**src/rtl/ctt_pkg.sv**
```systemverilog
// Shared types and constants of the connection tracking table.
`timescale 1ns / 1ps
package ctt_pkg;

	localparam logic [1:0] OP_TRACK  = 2'd0;
	localparam logic [1:0] OP_LOOKUP = 2'd1;
	localparam logic [1:0] OP_TICK   = 2'd2;
	localparam logic [1:0] OP_UNUSED = 2'd3;

	localparam logic [7:0] PROTO_ICMP  = 8'd1;
	localparam logic [7:0] PROTO_TCP   = 8'd6;
	localparam logic [7:0] PROTO_UDP   = 8'd17;
	localparam logic [7:0] PROTO_ICMP6 = 8'd58;

	localparam logic [5:0] FLAG_MASK = 6'h3F;
	localparam logic [5:0] FL_ACK = 6'h10;
	localparam logic [5:0] FL_RST = 6'h04;
	localparam logic [5:0] FL_SYN = 6'h02;
	localparam logic [5:0] FL_FIN = 6'h01;
	localparam logic [7:0] ICMP_ECHO_REQ = 8'h80;

	localparam logic [1:0] ST_NONE = 2'd0;
	localparam logic [1:0] ST_NEW  = 2'd1;
	localparam logic [1:0] ST_EST  = 2'd2;

	localparam logic [1:0] REG_LOCAL_HIGH = 2'd0;
	localparam logic [1:0] REG_LOCAL_LOW  = 2'd1;
	localparam logic [1:0] REG_NEW_TMO    = 2'd2;
	localparam logic [1:0] REG_SWEEP_INT  = 2'd3;

	// One table entry.
	typedef struct packed {
		logic [63:0] sh;
		logic [63:0] sl;
		logic [63:0] dh;
		logic [63:0] dl;
		logic [7:0]  pr;
		logic [15:0] sp;
		logic [15:0] dp;
		logic [1:0]  st;
		logic [31:0] stamp;
	} entry_t;

	// Classified command from the front end to the table engine.
	typedef struct packed {
		logic        is_lookup;
		logic        is_track;
		logic        is_tick;
		logic        do_add;
		logic        est_rev;
		logic        est_fwd;
		logic        del_fwd;
		logic        del_rev;
		logic [63:0] sh;
		logic [63:0] sl;
		logic [63:0] dh;
		logic [63:0] dl;
		logic [7:0]  pr;
		logic [15:0] sp;
		logic [15:0] dp;
	} cmd_t;

	typedef struct packed {
		logic [1:0] conn_state;
		logic [6:0] entries_in_use;
		logic       insert_dropped;
	} res_t;

endpackage

```
**src/rtl/ctt_front.sv**
```systemverilog
// Front end: accepts input beats, decodes them into table commands.
`timescale 1ns / 1ps
module ctt_front import ctt_pkg::*; (
	input  logic         clk,
	input  logic         arst_n,
	input  logic         in_valid,
	output logic         in_ready,
	input  logic [1:0]   op,
	input  logic         from_outside,
	input  logic [7:0]   protocol,
	input  logic [63:0]  src_addr_high,
	input  logic [63:0]  src_addr_low,
	input  logic [63:0]  dst_addr_high,
	input  logic [63:0]  dst_addr_low,
	input  logic [15:0]  src_port,
	input  logic [15:0]  dst_port,
	input  logic [5:0]   tcp_flags,
	input  logic [7:0]   icmp_type,
	input  logic [63:0]  local_high,
	input  logic [63:0]  local_low,
	output logic         cmd_valid,
	input  logic         cmd_ready,
	output cmd_t         cmd
);

	// Two-deep queue toward the engine.
	cmd_t       q_mem_q [2];
	logic       wp_q, rp_q;
	logic [1:0] cnt_q;
	cmd_t       c;
	logic [5:0] fl;
	logic       syn, ack, mine, icmp, push, pop;

	always_comb begin
		fl   = tcp_flags & FLAG_MASK;
		syn  = (fl & FL_SYN) != 6'd0;
		ack  = (fl & FL_ACK) != 6'd0;
		mine = (src_addr_high == local_high) && (src_addr_low == local_low);
		icmp = (protocol == PROTO_ICMP) || (protocol == PROTO_ICMP6);
		c = '0;
		c.is_lookup = (op == OP_LOOKUP);
		c.is_track  = (op == OP_TRACK);
		c.is_tick   = (op == OP_TICK);
		c.sh = src_addr_high;
		c.sl = src_addr_low;
		c.dh = dst_addr_high;
		c.dl = dst_addr_low;
		c.pr = protocol;
		c.sp = icmp && (op == OP_TRACK) ? 16'd0 : src_port;
		c.dp = icmp && (op == OP_TRACK) ? 16'd0 : dst_port;
		if (op == OP_TRACK) begin
			if (protocol == PROTO_TCP) begin
				c.do_add  = syn && from_outside;
				c.est_rev = syn && ack && !from_outside;
				c.est_fwd = syn && ack && from_outside;
				c.del_fwd = ((fl & FL_FIN) != 6'd0) && from_outside;
				c.del_rev = ((fl & FL_RST) != 6'd0) && !from_outside;
			end else if (protocol == PROTO_UDP) begin
				c.do_add  = (from_outside == !mine);
				c.del_rev = !(from_outside == !mine);
			end else if (icmp) begin
				c.do_add  = (icmp_type == ICMP_ECHO_REQ);
				c.del_rev = (icmp_type != ICMP_ECHO_REQ);
			end
		end
	end

	assign in_ready  = (cnt_q != 2'd2);
	assign cmd_valid = (cnt_q != 2'd0);
	assign cmd       = q_mem_q[rp_q];
	assign push      = in_valid && in_ready;
	assign pop       = cmd_valid && cmd_ready;

	always_ff @(posedge clk) begin
		if (push) begin
			q_mem_q[wp_q] <= c;
		end
	end

	always_ff @(posedge clk or negedge arst_n) begin
		if (!arst_n) begin
			wp_q  <= 1'b0;
			rp_q  <= 1'b0;
			cnt_q <= 2'd0;
		end else begin
			if (push) wp_q <= !wp_q;
			if (pop)  rp_q <= !rp_q;
			cnt_q <= cnt_q + {1'b0, push} - {1'b0, pop};
		end
	end

endmodule

```
**config.mk**
```make
export PLATFORM = sky130hd
export DESIGN_NAME = ctt_front
export DESIGN_NICKNAME = d
export VERILOG_FILES = /design/src/rtl/ctt_pkg.sv /design/src/rtl/ctt_front.sv
export SDC_FILE = /design/constraint.sdc
export NUM_CORES = 1
export LEC_CHECK = 0
export BUFFER_PORTS_ARGS = -buffer_cell sky130_fd_sc_hd__buf_2
export CAP_MARGIN = 20
export CORE_AREA = 3 3 295 297
export CTS_CLUSTER_SIZE = 28
export DETAILED_ROUTE_END_ITERATION = 7
export DIE_AREA = 0 0 298 300
export HOLD_SLACK_MARGIN = 0.06
export MAX_ROUTING_LAYER = met4
export RECOVER_POWER = 50
export SETUP_SLACK_MARGIN = 0.05
export SYNTH_ARGS = -nofsm -noshare
export SYNTH_HDL_FRONTEND = slang
export SYNTH_SLANG_ARGS = --single-unit
```
**constraint.sdc**
```tcl
create_clock -name clk -period 13.1 [get_ports clk]
set_input_delay 1.965 -clock clk [delete_from_list [all_inputs] [get_ports clk]]
set_output_delay 1.965 -clock clk [all_outputs]
set_load 0.01 [all_outputs]
```
==> results.sh, run 1 <==
export IMPL_status="finished with violations"
export IMPL_violations="capacitance limit, slew limit"
export IMPL_holdCritStartpoint="cnt_q[1]"
export IMPL_tns_ns=0
export IMPL_antenna_found_initial=20
export IMPL_synth_cell_type_count=28
export IMPL_hold_viol_final=0
export IMPL_tightest_slew_ns=3.502
export IMPL_htreeDepth=3
export IMPL_cts_tree="built"
export IMPL_syn_area_per_cell_um2=19.78
export IMPL_finClkSkew_ns=0.01252
export IMPL_synthArstFlopShare_pct=0.6536
export IMPL_r2r_end="q_mem_q[1][42]"
export IMPL_start_util_pct=28.06
export IMPL_setup_viol=0
export IMPL_synth_top_cells_by_area="edfxtp_1 (77%), mux2_2 (14%), xor2_1 (4.7%)"
export IMPL_end_kind="output port"
export IMPL_fp_dieW_um=298
export IMPL_drc=0
export IMPL_maxSlewHeadroom_pct=-133.5
export IMPL_clock_sinks=612
export IMPL_nets=2445
export IMPL_critical_path_class="flip-flop to output port"
export IMPL_core_mm2=0.08488
export IMPL_irDropWorstVdd_v=0.0001499
export IMPL_power_mw=6.611
export IMPL_setup_ws_ns=5.470
export IMPL_leakage_nw=11.16
export IMPL_rows=107
export IMPL_slew_violations=215
export IMPL_dp_cells=3072
export IMPL_hpwlAfterDp_mm=48.78
export IMPL_yosysWarnings=0
export IMPL_maxCapViolations=4
export IMPL_cp_start_kind="flip-flop"
export IMPL_netlist_area_leader_share_pct=76.65
export IMPL_cts_hold_fix_buffers=0
export IMPL_first_iter_violations=736
export IMPL_design_die_area_mm2=0.08940
export IMPL_insertion_delay_ns=0.60
export IMPL_area_delta_synth_final_pct=29.98
export IMPL_period_share_pct=58.25
export IMPL_finalNonFillerCells=3210
export IMPL_synth_cells=1204
export IMPL_final_common_cell="edfxtp_1"
export IMPL_cts_buffers=68
export IMPL_hold_end="cnt_q[1]"
export IMPL_yosysTopAreaCell="edfxtp_1"
export IMPL_yosysSeqAreaShare_pct=77.07
export IMPL_cts_root_buf="clkbuf_16"
export IMPL_hold_class="flip-flop to flip-flop"
export IMPL_ant_nets=0
export IMPL_post_route_min_period_ns=7.630
export IMPL_grt_pass1_vias=14790
export IMPL_place_ws_ns=7.828
export IMPL_clkTransAtPathRegs_ns=0.06
export IMPL_cts_buffer_depth=3
export IMPL_fmax_mhz=131.1
export IMPL_worstReg2RegStart="cnt_q[0]"
export IMPL_syn_area_mm2=0.02382
export IMPL_firstDrtPassIters=5
export IMPL_portBuffers=748
export IMPL_globalplace_congestion=0.9241
export IMPL_layout_common_cells="edfxtp_1 (608), buf_2 (537), mux2_2 (304)"
export IMPL_reg2reg_depth=3
export IMPL_grt_overflow_total=0
export IMPL_synth_edf_count=608
export IMPL_required_ns=11.14
export IMPL_ys_ff_latch=612
export IMPL_drive_above_1_share_pct=46.59
export IMPL_rsz0062_at_grt="false"
export IMPL_synth_main_ff_cell="edfxtp_1"
export IMPL_vias=13800
export IMPL_grt_pass1_wl_mm=95.00
export IMPL_crit_fanout=70
export IMPL_wl_per_cell_um=20.72
export IMPL_track_usage_pct=14.69
export IMPL_power_density_mw_per_mm2=213.5
export IMPL_syn_nets=1651
export IMPL_ioPinCount=751
export IMPL_worst_ep_arrival_time_ns=5.67
export IMPL_postCtsSetupBuffers=0
export IMPL_via_per_inst=4.298
export IMPL_r2r_setup_slack_ns=8.06
export IMPL_holdPathStages=1
export IMPL_grt_start_max_net_pins=147
export IMPL_cts_resized_gates=0
export IMPL_die_height_um=300
export IMPL_drt_total_wl_mm=66.52
[metrics by stage]
stage | area (um2) | hold slack [ns] | utilization (%)
after floorplan | 23820 | 0.4604 | -
after global placement | 29010 | 0.4834 | 34.17
after detailed placement | 29010 | 0.4879 | 34.18
after CTS | 31220 | 0.4993 | 36.78
after global routing | 30950 | 0.5186 | 36.47
final | 30960 | 0.4971 | 36.48
[flip-flops by register name, summed over array words and instances, names as in the netlist]
signal   count
q_mem_q    608
cnt_q        2
rp_q         1
wp_q         1
[cells by family (layout without fill, tap and decap cells)]
group | Yosys count | after routing | synth area share [%]
AO/OA/AOI/OAI | 6 | 6 | 0.1365
AND/OR/NAND/NOR | 109 | 109 | 2.852
adder cells (fa/ha/maj) | 2 | 2 | 0.1050
other | 0 | 14 | 0
multiplexers | 304 | 304 | 14.37
XOR/XNOR | 132 | 132 | 4.853
buffers and inverters | 39 | 887 | 0.6146
flip-flops | 612 | 612 | 77.07
[worst max-delay path, cell delays in order, from the launching register on]
cell and delay [ns]:
dfrtp_4 0.72, clkbuf_1 2.48, buf_4 1.04, mux2_2 0.43, buf_2 0.14
[Yosys cell counts (3+ instances only)]
library cell and n:
and2_1 3, nor4_1 34, mux2_2 304, nand2_1 6, xor2_1 129, dfrtp_1 4, nor2b_1 35, xnor2_1 3
nor2_1 5, edfxtp_1 608, nand4_1 9, clkbuf_1 37, o21ai_0 3
[where the power goes]
group          internal (mW)  leakage (nW)  total (mW)  switching, mW
Combinational          0.825          4.39        1.94           1.11
Sequential              2.69          5.70        2.80          0.103
Clock                   1.10          1.08        1.88          0.780
[worst max path at each step]
stage,startpoint,to,cells past startpoint
final,rp_q,cmd[4],4
after global routing,rp_q,cmd[264],4
after CTS,rp_q,cmd[264],4
after detailed placement,src_addr_low[63],q_mem_q[0][296],8
after global placement,src_addr_high[36],q_mem_q[0][296],8
after floorplan,in_valid,q_mem_q[0][0],2
[metal layers]
layer	track usage [%]	vias up	wire, um	part of all wire [%]
met5	-	-	0	0
met3	5.632	117	6557	9.9
li1	-	6320	-	-
met1	15.73	6741	24650	37
met2	24.92	619	33370	50
met4	5.092	0	1936	2.9
[final cells by class]
cell class                 instances  area, um2
clock buffer                      81       1772
sequential                       612      18360
multi-input combinational        553       5323
antenna                           14      35.03
inverter                           2      7.507
clock inverter                    43      432.9
tap                             1144       1431
timing repair buffer             761       3600
fill                            8203      53920
Power figures use the tool's default switching activity.
==> run 2: changes to the inputs <==
==> constraint.sdc (replaced) <==
create_clock -name clk -period 6.3 [get_ports clk]
set_input_delay 0.945 -clock clk [delete_from_list [all_inputs] [get_ports clk]]
set_output_delay 0.945 -clock clk [all_outputs]
set_load 0.01 [all_outputs]
==> results.sh, run 2 (same netlist as run 1, synthesis figures left out) <==
export IMPL_slowest_stage="clkbuf_2"
export IMPL_maxSlewHeadroom_pct=-162.0
export IMPL_largestRegisters="q_mem_q (608), cnt_q (2)"
export IMPL_insertion_delay_ns=0.59
export IMPL_final_area_mm2=0.03094
export IMPL_grt_pass1_vias=14900
export IMPL_post_route_min_period_ns=4.215
export IMPL_final_common_cell="edfxtp_1"
export IMPL_nets=2444
export IMPL_finalNonFillerCells=3213
export IMPL_ioPinCount=751
export IMPL_fmax_mhz=237.3
export IMPL_slew_violations=342
export IMPL_status="finished with violations"
export IMPL_antenna_found_initial=29
export IMPL_irDropWorstVdd_v=0.0003305
export IMPL_clkTransAtPathRegs_ns=0.06
export IMPL_htreeDepth=3
export IMPL_postCtsSetupBuffers=0
export IMPL_clock_sinks=612
export IMPL_grt_start_max_net_pins=137
export IMPL_grt_pass1_wl_mm=96.41
export IMPL_firstDrtPassIters=4
export IMPL_cts_buffer_depth=3
export IMPL_largest_reg_flops=608
export IMPL_drive_above_1_share_pct=45.97
export IMPL_end_kind="flip-flop"
export IMPL_fp_dieW_um=298
export IMPL_dp_cells=3071
export IMPL_regMostFlops="q_mem_q"
export IMPL_globalplace_congestion=0.8865
export IMPL_core_mm2=0.08488
export IMPL_critPathBufInv=1
export IMPL_track_usage_pct=15.02
export IMPL_postLayoutCoreUtil_pct=36.45
export IMPL_worst_ep_arrival_time_ns=4.32
export IMPL_rsz0062_at_grt="false"
export IMPL_design_die_area_mm2=0.08940
export IMPL_violations="capacitance limit, slew limit"
export IMPL_ant_nets=0
export IMPL_via_per_inst=4.308
export IMPL_maxCapViolations=4
export IMPL_finClkSkew_ns=0.01542
export IMPL_place_area_mm2=0.02904
export IMPL_required_ns=6.41
export IMPL_crit_fanout=134
export IMPL_grt_overflow_total=0
export IMPL_die_height_um=300
export IMPL_leakage_nw=11.13
export IMPL_cp_start_kind="flip-flop"
export IMPL_cts_resized_gates=0
export IMPL_wl_per_cell_um=21.23
export IMPL_period_share_pct=66.90
export IMPL_critical_path_top_delay_family="buffers and inverters"
export IMPL_hold_class="input port to asynchronous set/reset pin"
export IMPL_rows=107
export IMPL_power_density_mw_per_mm2=443.4
export IMPL_vias=13840
export IMPL_cts_root_buf="clkbuf_16"
export IMPL_power_mw=13.72
export IMPL_cts_tree="built"
export IMPL_first_iter_violations=865
export IMPL_drc=0
export IMPL_layout_common_cells="edfxtp_1 (608), buf_2 (534), mux2_2 (304)"
export IMPL_cts_hold_fix_buffers=0
export IMPL_drt_total_wl_mm=68.21
export IMPL_area_delta_synth_final_pct=29.88
export IMPL_hpwlAfterDp_mm=50.72
export IMPL_start_util_pct=28.06
export IMPL_cts_buffers=68
export IMPL_tns_ns=0
export IMPL_crit_path_max_incr_delay_ns=2.51
export IMPL_setup_viol=0
export IMPL_tightest_slew_ns=3.930
export IMPL_critical_path_class="flip-flop to flip-flop"
export IMPL_portBuffers=748
export IMPL_cp_cell_sequence="nand2b_1, nand2_1, nor2_1, clkbuf_2"
export IMPL_hold_viol_final=0
-- run 2: report_power, final --
part           total, mW  switching [mW]  internal (mW)
clock               3.85            1.59           2.26
combinational       3.95            2.26           1.69
sequential          5.91           0.274           5.64
-- run 2: area by class of cell --
type                    count  area (um2)
diodes                     20       50.05
clock buffers              88        1777
clock inverters            34       385.4
fillers                  8227       53940
inverters                   2       7.507
multi-input cells         553        5323
flip-flops and latches    612       18360
well taps                1144        1431
repair buffers            760        3603
-- run 2: final timing paths --
kind	endpoint	slack, ns	start	cells past startpoint
min reg2reg	cnt_q[1]	0.49	cnt_q[1]	1
max reg2reg	q_mem_q[0][13]	2.09	cnt_q[0]	4
min	cnt_q[1]	0.19	arst_n	1
max	q_mem_q[0][13]	2.09	cnt_q[0]	4
min in group clk	cnt_q[1]	0.49	cnt_q[1]	1
max in group asynchronous	rp_q	5.89	arst_n	1
-- run 2: through the flow --
stage,hold WS (ns),worst slack [ns]
6_report,0.1897,2.085
5_1_grt,0.1623,1.748
4_1_cts,0.09751,2.218
3_5_place_dp,0.4847,2.194
3_3_place_gp,0.4796,2.177
2_1_floorplan,0.4604,0.2787
-- run 2: metal layers --
| metal | GRT usage [%] | share of wire [%] |
|---|---|---|
| met2 | 25.08 | 51 |
| met3 | 5.921 | 9.3 |
| met4 | 5.596 | 2.3 |
| met5 | - | 0 |
| met1 | 16.16 | 38 |
